<file path="src/rtl/sbspr_pkg.sv">
// Shared types and constants for the servo bus status packet receiver.
package sbspr_pkg;

  // Header sync byte and the longest run of results one packet may give.
  localparam logic [7:0] SYNC_BYTE = 8'hFF;
  localparam int         RUN_MAX   = 64;

  // Result status codes.
  localparam logic [2:0] STAT_OK     = 3'd0;
  localparam logic [2:0] STAT_HEADER = 3'd1;
  localparam logic [2:0] STAT_LONG   = 3'd2;
  localparam logic [2:0] STAT_FAULT  = 3'd3;
  localparam logic [2:0] STAT_SUM    = 3'd4;

  // Register index of buffer_capacity and its reset value.
  localparam logic       REG_CAPACITY = 1'b0;
  localparam logic [6:0] CAP_RESET    = 7'd64;

  // Receiver sequencer states.
  typedef enum logic [1:0] {
    S_HEAD,
    S_BODY,
    S_DRAIN
  } rx_state_t;

  // One result transaction.
  typedef struct packed {
    logic [7:0] out_byte;
    logic       last;
    logic [2:0] status;
    logic [6:0] packet_bytes;
  } result_t;

endpackage

</file>
<file path="src/rtl/sbspr_in_if.sv">
// Input channel: one received serial byte with its fault flag.
interface sbspr_in_if;
  logic       valid;
  logic       ready;
  logic [7:0] rx_byte;
  logic       rx_fault;

  modport source (output valid, output rx_byte, output rx_fault, input ready);
  modport sink (input valid, input rx_byte, input rx_fault, output ready);
endinterface

</file>
<file path="src/rtl/sbspr_out_if.sv">
// Result channel: one packet byte or error report per transaction.
interface sbspr_out_if;
  logic       valid;
  logic       ready;
  logic [7:0] out_byte;
  logic       last;
  logic [2:0] status;
  logic [6:0] packet_bytes;

  modport source (output valid, output out_byte, output last, output status,
                  output packet_bytes, input ready);
  modport sink (input valid, input out_byte, input last, input status,
                input packet_bytes, output ready);
endinterface

</file>
<file path="src/rtl/servo_bus_status_packet_receiver.sv">
// Status packet receiver: header check, byte store, checksum and result drain.
//
//   Channel  Direction  Handshake           Payload
//   in_ch    sink       valid/ready         rx_byte[7:0], rx_fault
//   out_ch   source     valid/ready         out_byte[7:0], last, status[2:0],
//                                           packet_bytes[6:0]
//   APB      slave      psel/penable/pready pwdata[6:0] -> buffer_capacity
//
// Bytes after the two sync bytes are written into the packet store as they arrive, but
// not a faulted byte or a rejected length byte. A good packet of n bytes is then read out
// of the store at one byte per cycle while out_ch does not stall; no input is taken meanwhile.
// An error result is registered at the edge that accepts its byte and is offered next cycle.
// Reset (synchronous, rst_n low) returns to header search; the store is not cleared.
// A stalled result stalls the input and the drain; nothing is lost.
module servo_bus_status_packet_receiver
  import sbspr_pkg::*;
#(
  parameter int STORE_DEPTH = 64
) (
  input  logic        clk,
  input  logic        rst_n,
  sbspr_in_if.sink    in_ch,
  sbspr_out_if.source out_ch,
  input  logic        psel,
  input  logic        penable,
  input  logic        pwrite,
  input  logic [2:0]  paddr,
  input  logic [31:0] pwdata,
  output logic [31:0] prdata,
  output logic        pready
);

  localparam int         LIM_MAX   = (STORE_DEPTH < RUN_MAX) ? STORE_DEPTH : RUN_MAX;
  localparam int         AW        = $clog2(LIM_MAX);
  localparam int         CW        = $clog2(LIM_MAX + 1);
  localparam logic [6:0] LIM_MAX_C = 7'(LIM_MAX);

  rx_state_t      state_r, state_nxt;
  logic [1:0]     hdr_cnt_r, hdr_cnt_nxt;
  logic           hdr_bad_r, hdr_bad_nxt;
  logic [CW-1:0]  wr_idx_r, wr_idx_nxt;
  logic [CW-1:0]  n_r, n_nxt;
  logic [7:0]     sum_r, sum_nxt;
  logic [CW-1:0]  rd_idx_r, rd_idx_nxt;
  logic           rd_pend_r, rd_pend_nxt;
  logic           rd_last_r, rd_last_nxt;
  logic [6:0]     cap_r;
  logic           out_valid_r;
  result_t        res_r;

  logic           out_free;
  logic           in_acc;
  logic [7:0]     rx_b;
  logic [6:0]     limit;
  logic [8:0]     len_n;
  logic           too_long;
  logic           sum_ok;
  logic           issue;
  logic           load;
  logic           err_load;
  logic [2:0]     err_code;
  logic           mem_wr_en;
  logic [AW-1:0]  mem_wr_addr;
  logic [7:0]     mem_rd_data;
  logic           cfg_wr;

  // Handshake and datapath terms.
  assign out_free    = !out_valid_r || out_ch.ready;
  assign in_ch.ready = (state_r != S_DRAIN) && out_free;
  assign in_acc      = in_ch.valid && in_ch.ready;
  assign rx_b        = in_ch.rx_byte;
  assign limit       = (cap_r > LIM_MAX_C) ? LIM_MAX_C : cap_r;
  assign len_n       = {1'b0, rx_b} + 9'd2;
  assign too_long    = len_n > {2'b00, limit};
  assign sum_ok      = (~sum_r == rx_b);
  assign issue       = (state_r == S_DRAIN) && (rd_idx_r != n_r) && (!rd_pend_r || out_free);
  assign load        = rd_pend_r && out_free;

  // Sequencer: header judgement, byte storage and drain control.
  always_comb begin
    state_nxt   = state_r;
    hdr_cnt_nxt = hdr_cnt_r;
    hdr_bad_nxt = hdr_bad_r;
    wr_idx_nxt  = wr_idx_r;
    n_nxt       = n_r;
    sum_nxt     = sum_r;
    rd_idx_nxt  = rd_idx_r;
    err_load    = 1'b0;
    err_code    = STAT_OK;
    mem_wr_en   = 1'b0;
    mem_wr_addr = wr_idx_r[AW-1:0];
    unique case (state_r)
      S_HEAD: begin
        if (in_acc) begin
          if (in_ch.rx_fault) begin
            err_load = 1'b1;
            err_code = STAT_FAULT;
          end else begin
            case (hdr_cnt_r) inside
              2'd0, 2'd1: begin
                if (rx_b != SYNC_BYTE) begin
                  hdr_bad_nxt = 1'b1;
                end
                hdr_cnt_nxt = hdr_cnt_r + 2'd1;
              end
              2'd2: begin
                mem_wr_en   = 1'b1;
                mem_wr_addr = AW'(0);
                sum_nxt     = rx_b;
                hdr_cnt_nxt = 2'd3;
              end
              default: begin
                if (hdr_bad_r) begin
                  err_load = 1'b1;
                  err_code = STAT_HEADER;
                end else if (too_long) begin
                  err_load = 1'b1;
                  err_code = STAT_LONG;
                end else begin
                  mem_wr_en   = 1'b1;
                  mem_wr_addr = AW'(1);
                  sum_nxt     = sum_r + rx_b;
                  wr_idx_nxt  = CW'(2);
                  n_nxt       = CW'(len_n);
                  hdr_cnt_nxt = 2'd0;
                  hdr_bad_nxt = 1'b0;
                  if (rx_b == 8'd0) begin
                    // Zero length: the length byte is the checksum.
                    if (sum_ok) begin
                      state_nxt  = S_DRAIN;
                      rd_idx_nxt = '0;
                    end else begin
                      err_load = 1'b1;
                      err_code = STAT_SUM;
                    end
                  end else begin
                    state_nxt = S_BODY;
                  end
                end
              end
            endcase
          end
        end
      end
      S_BODY: begin
        if (in_acc) begin
          if (in_ch.rx_fault) begin
            err_load = 1'b1;
            err_code = STAT_FAULT;
          end else begin
            mem_wr_en  = 1'b1;
            wr_idx_nxt = wr_idx_r + CW'(1);
            sum_nxt    = sum_r + rx_b;
            if ((wr_idx_r + CW'(1)) == n_r) begin
              // Final byte: compare with the inverted sum of all before it.
              if (sum_ok) begin
                state_nxt  = S_DRAIN;
                rd_idx_nxt = '0;
              end else begin
                err_load = 1'b1;
                err_code = STAT_SUM;
              end
            end
          end
        end
      end
      S_DRAIN: begin
        if (issue) begin
          rd_idx_nxt = rd_idx_r + CW'(1);
        end
        if (load && rd_last_r) begin
          state_nxt = S_HEAD;
        end
      end
      default: begin
        state_nxt = S_HEAD;
      end
    endcase
    // Any error drops the packet and restarts header search.
    if (err_load) begin
      state_nxt   = S_HEAD;
      hdr_cnt_nxt = 2'd0;
      hdr_bad_nxt = 1'b0;
    end
  end

  // Outstanding store read during the drain.
  always_comb begin
    rd_pend_nxt = rd_pend_r;
    rd_last_nxt = rd_last_r;
    if (issue) begin
      rd_pend_nxt = 1'b1;
      rd_last_nxt = (rd_idx_r == (n_r - CW'(1)));
    end else if (load) begin
      rd_pend_nxt = 1'b0;
    end
  end

  // Control registers.
  always_ff @(posedge clk) begin
    if (!rst_n) begin
      state_r   <= S_HEAD;
      hdr_cnt_r <= 2'd0;
      hdr_bad_r <= 1'b0;
      wr_idx_r  <= '0;
      n_r       <= '0;
      sum_r     <= 8'd0;
      rd_idx_r  <= '0;
      rd_pend_r <= 1'b0;
      rd_last_r <= 1'b0;
    end else begin
      state_r   <= state_nxt;
      hdr_cnt_r <= hdr_cnt_nxt;
      hdr_bad_r <= hdr_bad_nxt;
      wr_idx_r  <= wr_idx_nxt;
      n_r       <= n_nxt;
      sum_r     <= sum_nxt;
      rd_idx_r  <= rd_idx_nxt;
      rd_pend_r <= rd_pend_nxt;
      rd_last_r <= rd_last_nxt;
    end
  end

  // Packet store.
  sbspr_store #(
    .DEPTH (LIM_MAX)
  ) u_store (
    .clk     (clk),
    .wr_en   (mem_wr_en),
    .wr_addr (mem_wr_addr),
    .wr_data (rx_b),
    .rd_en   (issue),
    .rd_addr (rd_idx_r[AW-1:0]),
    .rd_data (mem_rd_data)
  );

  // Output register valid flag.
  always_ff @(posedge clk) begin
    if (!rst_n) begin
      out_valid_r <= 1'b0;
    end else if (load || err_load) begin
      out_valid_r <= 1'b1;
    end else if (out_ch.ready) begin
      out_valid_r <= 1'b0;
    end
  end

  // Output register payload.
  always_ff @(posedge clk) begin
    if (load) begin
      res_r.out_byte     <= mem_rd_data;
      res_r.last         <= rd_last_r;
      res_r.status       <= STAT_OK;
      res_r.packet_bytes <= 7'(n_r);
    end else if (err_load) begin
      res_r.out_byte     <= 8'd0;
      res_r.last         <= 1'b1;
      res_r.status       <= err_code;
      res_r.packet_bytes <= 7'd0;
    end
  end

  assign out_ch.valid        = out_valid_r;
  assign out_ch.out_byte     = res_r.out_byte;
  assign out_ch.last         = res_r.last;
  assign out_ch.status       = res_r.status;
  assign out_ch.packet_bytes = res_r.packet_bytes;

  // Configuration port.
  assign cfg_wr = psel && penable && pwrite && (paddr[2] == REG_CAPACITY);
  assign pready = 1'b1;
  assign prdata = (paddr[2] == REG_CAPACITY) ? {25'd0, cap_r} : 32'd0;

  always_ff @(posedge clk) begin
    if (!rst_n) begin
      cap_r <= CAP_RESET;
    end else if (cfg_wr) begin
      cap_r <= pwdata[6:0];
    end
  end

  // No byte is taken while a packet is being drained.
  assert property (@(posedge clk) disable iff (!rst_n)
    (state_r == S_DRAIN) |-> !in_ch.ready)
    else $error("input accepted during drain");

  // An error result carries a zero byte, last set and no count.
  assert property (@(posedge clk) disable iff (!rst_n)
    (out_valid_r && (res_r.status != STAT_OK)) |->
      ((res_r.out_byte == 8'd0) && res_r.last && (res_r.packet_bytes == 7'd0)))
    else $error("malformed error result");

  // A store read is only outstanding while draining.
  assert property (@(posedge clk) disable iff (!rst_n)
    rd_pend_r |-> (state_r == S_DRAIN))
    else $error("store read outside drain");

  // The write index stays inside the packet while the body is received.
  assert property (@(posedge clk) disable iff (!rst_n)
    (state_r == S_BODY) |-> (wr_idx_r < n_r))
    else $error("write index beyond packet length");

  // A result that was not taken stays in the output register.
  assert property (@(posedge clk) disable iff (!rst_n)
    ($past(out_valid_r) && !$past(out_ch.ready)) |-> (out_valid_r && $stable(res_r)))
    else $error("pending result changed");

endmodule

</file>
<file path="src/rtl/sbspr_store.sv">
// Packet byte store: one write port and one registered read port.
module sbspr_store #(
  parameter int  DEPTH = 64,
  localparam int AW    = $clog2(DEPTH)
) (
  input  logic          clk,
  input  logic          wr_en,
  input  logic [AW-1:0] wr_addr,
  input  logic [7:0]    wr_data,
  input  logic          rd_en,
  input  logic [AW-1:0] rd_addr,
  output logic [7:0]    rd_data
);

  logic [7:0] mem [DEPTH];
  logic [7:0] rd_data_r;

  // Write port.
  always_ff @(posedge clk) begin
    if (wr_en) begin
      mem[wr_addr] <= wr_data;
    end
  end

  // Read port; the data holds until the next read is issued.
  always_ff @(posedge clk) begin
    if (rd_en) begin
      rd_data_r <= mem[rd_addr];
    end
  end

  assign rd_data = rd_data_r;

endmodule

</file>
<file path="src/flat_wrapper.sv">
// flat-port wrapper written by rule: the top's interface ports become plain ports
module servo_bus_status_packet_receiver_flat import sbspr_pkg::*;
#(
  parameter int STORE_DEPTH = 64
)
  (clk, rst_n, psel, penable, pwrite, paddr, pwdata, prdata, pready, in_ch_valid, in_ch_rx_byte, in_ch_rx_fault, in_ch_ready, out_ch_valid, out_ch_out_byte, out_ch_last, out_ch_status, out_ch_packet_bytes, out_ch_ready);
  sbspr_in_if in_ch_i ();
  sbspr_out_if out_ch_i ();
  input  logic clk;
  input  logic rst_n;
  input  logic psel;
  input  logic penable;
  input  logic pwrite;
  input  logic [2:0] paddr;
  input  logic [31:0] pwdata;
  output logic [31:0] prdata;
  output logic pready;
  input wire logic [$bits(in_ch_i.valid)-1:0] in_ch_valid;
  input wire logic [$bits(in_ch_i.rx_byte)-1:0] in_ch_rx_byte;
  input wire logic [$bits(in_ch_i.rx_fault)-1:0] in_ch_rx_fault;
  output wire logic [$bits(in_ch_i.ready)-1:0] in_ch_ready;
  output wire logic [$bits(out_ch_i.valid)-1:0] out_ch_valid;
  output wire logic [$bits(out_ch_i.out_byte)-1:0] out_ch_out_byte;
  output wire logic [$bits(out_ch_i.last)-1:0] out_ch_last;
  output wire logic [$bits(out_ch_i.status)-1:0] out_ch_status;
  output wire logic [$bits(out_ch_i.packet_bytes)-1:0] out_ch_packet_bytes;
  input wire logic [$bits(out_ch_i.ready)-1:0] out_ch_ready;
  assign in_ch_i.valid = in_ch_valid;
  assign in_ch_i.rx_byte = in_ch_rx_byte;
  assign in_ch_i.rx_fault = in_ch_rx_fault;
  assign in_ch_ready = in_ch_i.ready;
  assign out_ch_valid = out_ch_i.valid;
  assign out_ch_out_byte = out_ch_i.out_byte;
  assign out_ch_last = out_ch_i.last;
  assign out_ch_status = out_ch_i.status;
  assign out_ch_packet_bytes = out_ch_i.packet_bytes;
  assign out_ch_i.ready = out_ch_ready;
  servo_bus_status_packet_receiver #(.STORE_DEPTH(STORE_DEPTH)) u_core (.clk(clk), .rst_n(rst_n), .in_ch(in_ch_i), .out_ch(out_ch_i), .psel(psel), .penable(penable), .pwrite(pwrite), .paddr(paddr), .pwdata(pwdata), .prdata(prdata), .pready(pready));
endmodule
</file>
<file path="config.mk">
export PLATFORM = sky130hd
export DESIGN_NAME = servo_bus_status_packet_receiver_flat
export DESIGN_NICKNAME = d
export VERILOG_FILES = /design/src/rtl/sbspr_pkg.sv /design/src/rtl/sbspr_in_if.sv /design/src/rtl/sbspr_out_if.sv /design/src/rtl/servo_bus_status_packet_receiver.sv /design/src/rtl/sbspr_store.sv /design/src/flat_wrapper.sv
export SDC_FILE = /design/constraint.sdc
export NUM_CORES = 1
export LEC_CHECK = 0
export BUFFER_PORTS_ARGS = -buffer_cell sky130_fd_sc_hd__buf_2
export CAP_MARGIN = 20
export CORE_MARGIN = 3
export CORE_UTILIZATION = 50
export DETAILED_ROUTE_END_ITERATION = 12
export GPL_ROUTABILITY_DRIVEN = 0
export GPL_TIMING_DRIVEN = 1
export MAX_ROUTING_LAYER = met4
export PLACE_DENSITY = 0.72
export SYNTH_ARGS = -nofsm -noshare
export SYNTH_HDL_FRONTEND = slang
export SYNTH_SLANG_ARGS = --single-unit
</file>
<file path="constraint.sdc">
create_clock -name clk -period 3.7 [get_ports clk]
set_clock_uncertainty 0.15 [all_clocks]
set_input_delay 0.185 -clock clk [delete_from_list [all_inputs] [get_ports clk]]
set_output_delay 0.185 -clock clk [all_outputs]
set_load 0.1 [all_outputs]
</file>
; ---- Yosys cells after proc, flatten, opt, wreduce, memory -nomap -nowiden
; Memory sizes are Yosys's and may differ from the RTL's. A register that Yosys moved wholly into a read port is not among the register bits.
; Cells that the tools add are included.
[totals]
elab_cells = 193
ff_bits = 63
mem_count = 1
in_bits = 51
mem_bits_rw = 512
[memory_table]
columns = name, words, width, read_ports, rd_ports_with_merged_regs, write_ports, line
row1 = u_core.u_store.mem, 64, 8, 1, 1, 1, sbspr_store.sv:15  ; logic [7:0] mem [DEPTH];
[op_classes]
n_bitwise = 8
magnitude_cmp = 2
n_addsub = 6
n_mux = 102
eq_ne = 28
reduce_logical = 31
[ops]
columns = op, count
row1 = $mux W7, 22
row2 = $mux W8, 8
row3 = $mux W6, 7
row4 = $mux W19, 2
row5 = $mux W3, 11
row6 = $mux W2, 16
row7 = $mux W1, 29
row8 = $pmux W7 S3, 1
row9 = $ne A2 B2 Y1 const B, 9
row10 = $pmux W8 S2, 1
row11 = $add A7 B1 Y7 const B, 2
row12 = $eq A7 B7 Y1, 2
row13 = $pmux W7 S2, 1
row14 = $ne A2 B1 Y1 const B, 6
row15 = $ne A3 B3 Y1 const B, 4
row16 = $reduce_and A12 Y1, 1
row17 = $reduce_and A10 Y1, 1
row18 = $reduce_and A5 Y1, 2
row19 = $add A8 B2 Y9 const B, 1
row20 = $gt A9 B7 Y1, 1
row21 = $logic_and A1 B1 Y1, 9
row22 = $reduce_and A9 Y1, 1
row23 = $add A8 B8 Y8, 1
row24 = $eq A8 B8 Y1, 1
row25 = other kinds (21), 38

; ---- Logic depth before layout (Yosys ltp)
[depth]
ltp_word = 13
depth_mapped = 11
ltp_nobuf = 10

; ---- By module
; From an unflattened synthesis, not the netlist that was laid out.
[unflattened]
cells_unflattened = 1476
area_unflattened_um2 = 24623.6
[by_module_without_submodules]
columns = module, instances, cells_each, area_per_inst_um2
row1 = sbspr_store, 1, 972, 20270.7
row2 = servo_bus_status_packet_receiver, 1, 504, 4352.9

; ---- Worst setup path before layout
; No wires, ideal clock.
[synth_path]
kind = reg-to-reg
from = reg u_core.out_valid_r (netlist: u_core.out_ch.valid)
to = mem u_core.u_store.mem[49][0] (enable)
n_path_buf = 3
stages_incl_launch_ff = 9
setup_time_ns = 0.395
setup_slack_ns = -0.127
period_less_slack_ns = 3.827
t_arrival_ns = 3.282
cell_sequence = dfxtp_1 -> nand2b_1 -> and4b_1 -> clkbuf_1 -> and3_1 -> clkbuf_1 -> or3_1 -> buf_2 -> nor4_1
[synth_via]
elab_chain_cells = 8
[synth_lines]
columns = element, line
row1 = "start, declared", servo_bus_status_packet_receiver.sv:48  ; logic out_valid_r;
row2 = "start signal, assigned", servo_bus_status_packet_receiver.sv:240  ; out_valid_r <= 1'b0;
row3 = "start signal, assigned", servo_bus_status_packet_receiver.sv:242  ; out_valid_r <= 1'b1;
row4 = "start signal, assigned", servo_bus_status_packet_receiver.sv:244  ; out_valid_r <= 1'b0;
row5 = $logic_not A1 Y1 (*), servo_bus_status_packet_receiver.sv:68  ; assign out_free = !out_valid_r || out_ch.ready;
row6 = $logic_or A1 B1 Y1 (*), servo_bus_status_packet_receiver.sv:68
row7 = $logic_and A1 B1 Y1 (*), servo_bus_status_packet_receiver.sv:69  ; assign in_ch.ready = (state_r != S_DRAIN) && out_free;
row8 = $logic_and A1 B1 Y1 (*), servo_bus_status_packet_receiver.sv:70  ; assign in_acc = in_ch.valid && in_ch.ready;
row9 = $mux W1 (on tied branches), "servo_bus_status_packet_receiver.sv:146, servo_bus_status_packet_receiver.sv:94"
row10 = $pmux W1 S2, servo_bus_status_packet_receiver.sv:92  ; unique case (state_r)
row11 = $mux W1, sbspr_store.sv:20  ; if (wr_en) begin
row12 = $mux W1 (not written as such), sbspr_store.sv:21  ; mem[wr_addr] <= wr_data;
row13 = "end, declared", sbspr_store.sv:15
; Every way passes the cells marked *; elsewhere a longest branch is shown, timed or not.

; ---- Final worst setup path
[layout_path]
from = in in_ch_rx_byte[4]
to = mem u_core.u_store.mem[60][3] (enable)
[layout_via]
elab_chain_cells = 11
[layout_lines]
columns = element, line
row1 = "start, declared", flat_wrapper.sv:19  ; input wire logic [$bits(in_ch_i.rx_byte)-1:0] in_ch_rx_byte;
row2 = $add A8 B2 Y9 (*), servo_bus_status_packet_receiver.sv:73  ; assign len_n = {1'b0, rx_b} + 9'd2;
row3 = via u_core.len_n[4], servo_bus_status_packet_receiver.sv:55  ; logic [8:0] len_n;
row4 = $gt A9 B7 Y1 (*), servo_bus_status_packet_receiver.sv:74  ; assign too_long = len_n > {2'b00, limit};
row5 = $mux W1, servo_bus_status_packet_receiver.sv:116  ; end else if (too_long) begin
row6 = $mux W1, servo_bus_status_packet_receiver.sv:113  ; if (hdr_bad_r) begin
row7 = $mux W1 (2 in a row), servo_bus_status_packet_receiver.sv:99  ; case (hdr_cnt_r) inside
row8 = $mux W1, servo_bus_status_packet_receiver.sv:95  ; if (in_ch.rx_fault) begin
row9 = $mux W1, servo_bus_status_packet_receiver.sv:94  ; if (in_acc) begin
row10 = $pmux W1 S2, servo_bus_status_packet_receiver.sv:92
row11 = $mux W1, sbspr_store.sv:20
row12 = $mux W1 (not written as such), sbspr_store.sv:21
; The timed path passes the listed nets; every way through them passes the cells marked *.

==> metrics.yaml <==
fp.dieH_um: 227
initial_core_util_pct: 50.9
drv_slew: 0
ant_nets: 0
cpMostUsedCell: "buf_4"
comb_power_share_pct: 4.1
hold_slack_ns: 0.0329
finalHoldViolCount: 0
synth.yosys.warnings: 0
synth-compound-area-share_pct: 3.44
ys_seq_elements: 583
synth-simple-area-share_pct: 6.25
synthArstFlopShare_pct: 0
crit_path_top_delay_cell: "dlygate4sd3_1"
grt_busiest_layer: "met2"
port_buffers: 51
place_area_um2: 26000
internal_power_mw: 10.8
antenna_found_initial: 1
power.switching_mw: 2.97
drtIter0Drc: 1575
synth_top_cell_area_share_pct: 65.8
core-area_um2: 48000
layout.nets: 1578
area_delta_synth_final_pct: 15.2
use_met2_pct: 35.7
first_pass_iters: 5
hpwl_um: 36700
power_density_nw_per_um2: 489
synth.avg_cell_area_um2: 18.2
cp_data_arrival_time_ns: 3.67
cts.sinks: 583
clkPwrFrac_pct: 43.6
route.vias.total: 13400
start_kind: "primary input"
layout_common_cells: "536 x edfxtp_1, 168 x mux4_2, 108 x buf_4"
grt_pass1_vias: 13200
final_cell_area_um2: 28200
pin_count: 105
die_x_um: 227
worst_pin_slew_ns: 1.06
ys_types: 74
outcome: "completed"
worstSkewPairLatency_ns: 0.62
synth_area_leaders: "edfxtp_1 66%, mux4_2 15%, dfxtp_1 3.8%"
peakVddDrop_v: 0.000444
cp_max_fo: 22
p_total_mw: 13.8
crit_chain: "dlygate4sd3_1 -> buf_2 -> buf_4 -> xnor2_1 -> ha_1 -> a211oi_1 -> nand2_1 -> o31ai_2 -> buf_4 -> a31o_2 -> o2111ai_2 -> buf_4 -> nor3_1 -> buf_4"
synth_flop_cell: "edfxtp_1"
synth_seq_area_share_pct: 69.6
nFillCells: 3474
post-route-period-util_pct: 94.8
row_count: 80
critPathCaptureType: "flip-flop"
root_buffer: "clkbuf_16"
leakagePower_nw: 9.25
grtUsageMet1_pct: 31.1
synth_top_family_by_area: "multiplexers"
fmax_mhz: 285
fin_crit_ns: 3.51
grt_usage_pct: 23.0
rsz0062_at_grt: "false"
r2r_slack_ns: 0.24
max_stage_delay_ns: 0.53
synth-edff-count: 536
cts_max_level: 2
grt_start_max_net_pins: 83
grt_overflow: 0
routed_wl_um: 56500
hold_path.class: "primary input to flip-flop"
critPathRequiredTime_ns: 3.86
syn_area_um2: 24500
clk_pin_slew_ns: 0.06
use_met3_pct: 4.53
viasPerCell: 6.18
drive_gt1_share_pct: 29.4
finalSetupViolCount: 0
slew_headroom_pct: 28.9
cts_buffers: 57
final_common_cell: "edfxtp_1"
power_switching_share_pct: 21.5
drv_cap: 0
dieArea_um2: 51600
cts_tree: "built"
critical_path_class: "primary input to flip-flop"
grt_pass1_wl_um: 84900
seq_power_share_pct: 52.3
synthXorXnorAreaFrac_pct: 0.930
synthMuxAreaShare_pct: 16.1
synth_area_leader_cell: "edfxtp_1"
post_drt_wl_per_cell_um: 26.0
synth_fa_ha_area_share_pct: 1.21
drc: 0
ctsLongestPathBuffers: 3
synth_cells: 1342
[routing by layer]
layer | vias to the layer above | wire, um | part of all wire (%)
met3 | 97 | 4310 | 7.6
met4 | 0 | 1800 | 3.2
met2 | 606 | 27300 | 48
li1 | 5759 | - | -
met5 | - | 0 | 0
met1 | 6937 | 23000 | 41
[what timing repair did]
item                                   in CTS  in global routing
setup endpoints to repair                   0                 14
resized for setup                           0                  2
hold buffers                               18                  0
endpoints found under the hold margin      54                  0
setup buffers                               0                  0
[worst max-delay path, delay by kind of cell]
family	cells	cell delay [ns]
adders and majority gates	1	0.31
buffers and inverters	6	1.62
and+or+nand+nor	2	0.31
AOI/OAI and AO/OA	4	0.95
xor gates and xnor gates	1	0.28
[flip-flops by register name, indices dropped and copies added (netlist names), 8 cells and up]
register,count
u_core.u_store.mem,512
u_core.out_ch.out_byte,8
u_core.u_store.rd_data,8
u_core.sum_r,8
[layout make-up]
class	count	area (um2)	area share, %
antenna	1	2.50	0.00888
clock buffer	63	1470	5.21
clock inverter	44	504	1.79
inverter	15	56.3	0.200
multi-input combinational	661	6970	24.7
sequential	583	17000	60.5
tap	615	769	2.73
timing repair buffer	186	1380	4.88
[kinds of logic after synthesis]
family | after synthesis
DFF | 583
and+or+nand+nor | 286
muxes | 184
buffers and inverters | 122
AOI/OAI and AO/OA | 116
xor gates and xnor gates | 26
adders and majority gates | 23
other | 2
[Yosys cell counts, drive strengths merged, types with 7 or more instances]
library cell and instances:
and2 8, nand3 21, dfxtp 47, mux4 168, xor2 14, nand2b 7
clkbuf 53, nor4 18, edfxtp 536, nor2b 25, mux2i 15, o211a 7
nand2 45, nand4 9, buf 54, a31oi 8, xnor2 12, and3 24
a21oi 22, ha 22, nor3 42, o21ai 18, nor2 57, inv 14
[path summary, 6_finish.rpt]
kind,start,to,cells past startpoint
setup reg to reg,u_core.cap_r[6],u_core.u_store.mem[60][3],12
setup / recovery,in_ch_rx_byte[4],u_core.u_store.mem[60][3],14
hold / removal,in_ch_rx_byte[3],u_core.n_r[3],5
hold reg to reg,u_core.out_ch.status[0],u_core.out_ch.status[0],2
[stage by stage]
step,setup TNS (ns),instances,worst slack (ns),util [%]
after floorplan,-2.02,1366,-0.127,-
after global placement,-10.32,2038,-0.118,54.1
after detailed placement,-1.76,2039,-0.137,54.1
after CTS,0,2164,0.0255,58.6
after global routing,0,2168,0.0284,58.7
final,0,2168,0.193,58.7
[power groups by stage]
stage | combinational [mW] | clock (mW) | sequential, mW
after CTS | 0.557 | 6.13 | 7.21
final | 0.561 | 6.02 | 7.21
after floorplan | 0.267 | 0 | 7.45
after global routing | 0.594 | 6.37 | 7.21
after detailed placement | 0.542 | 0 | 7.35
after global placement | 0.530 | 0 | 7.35
Power figures use the tool's default switching activity.
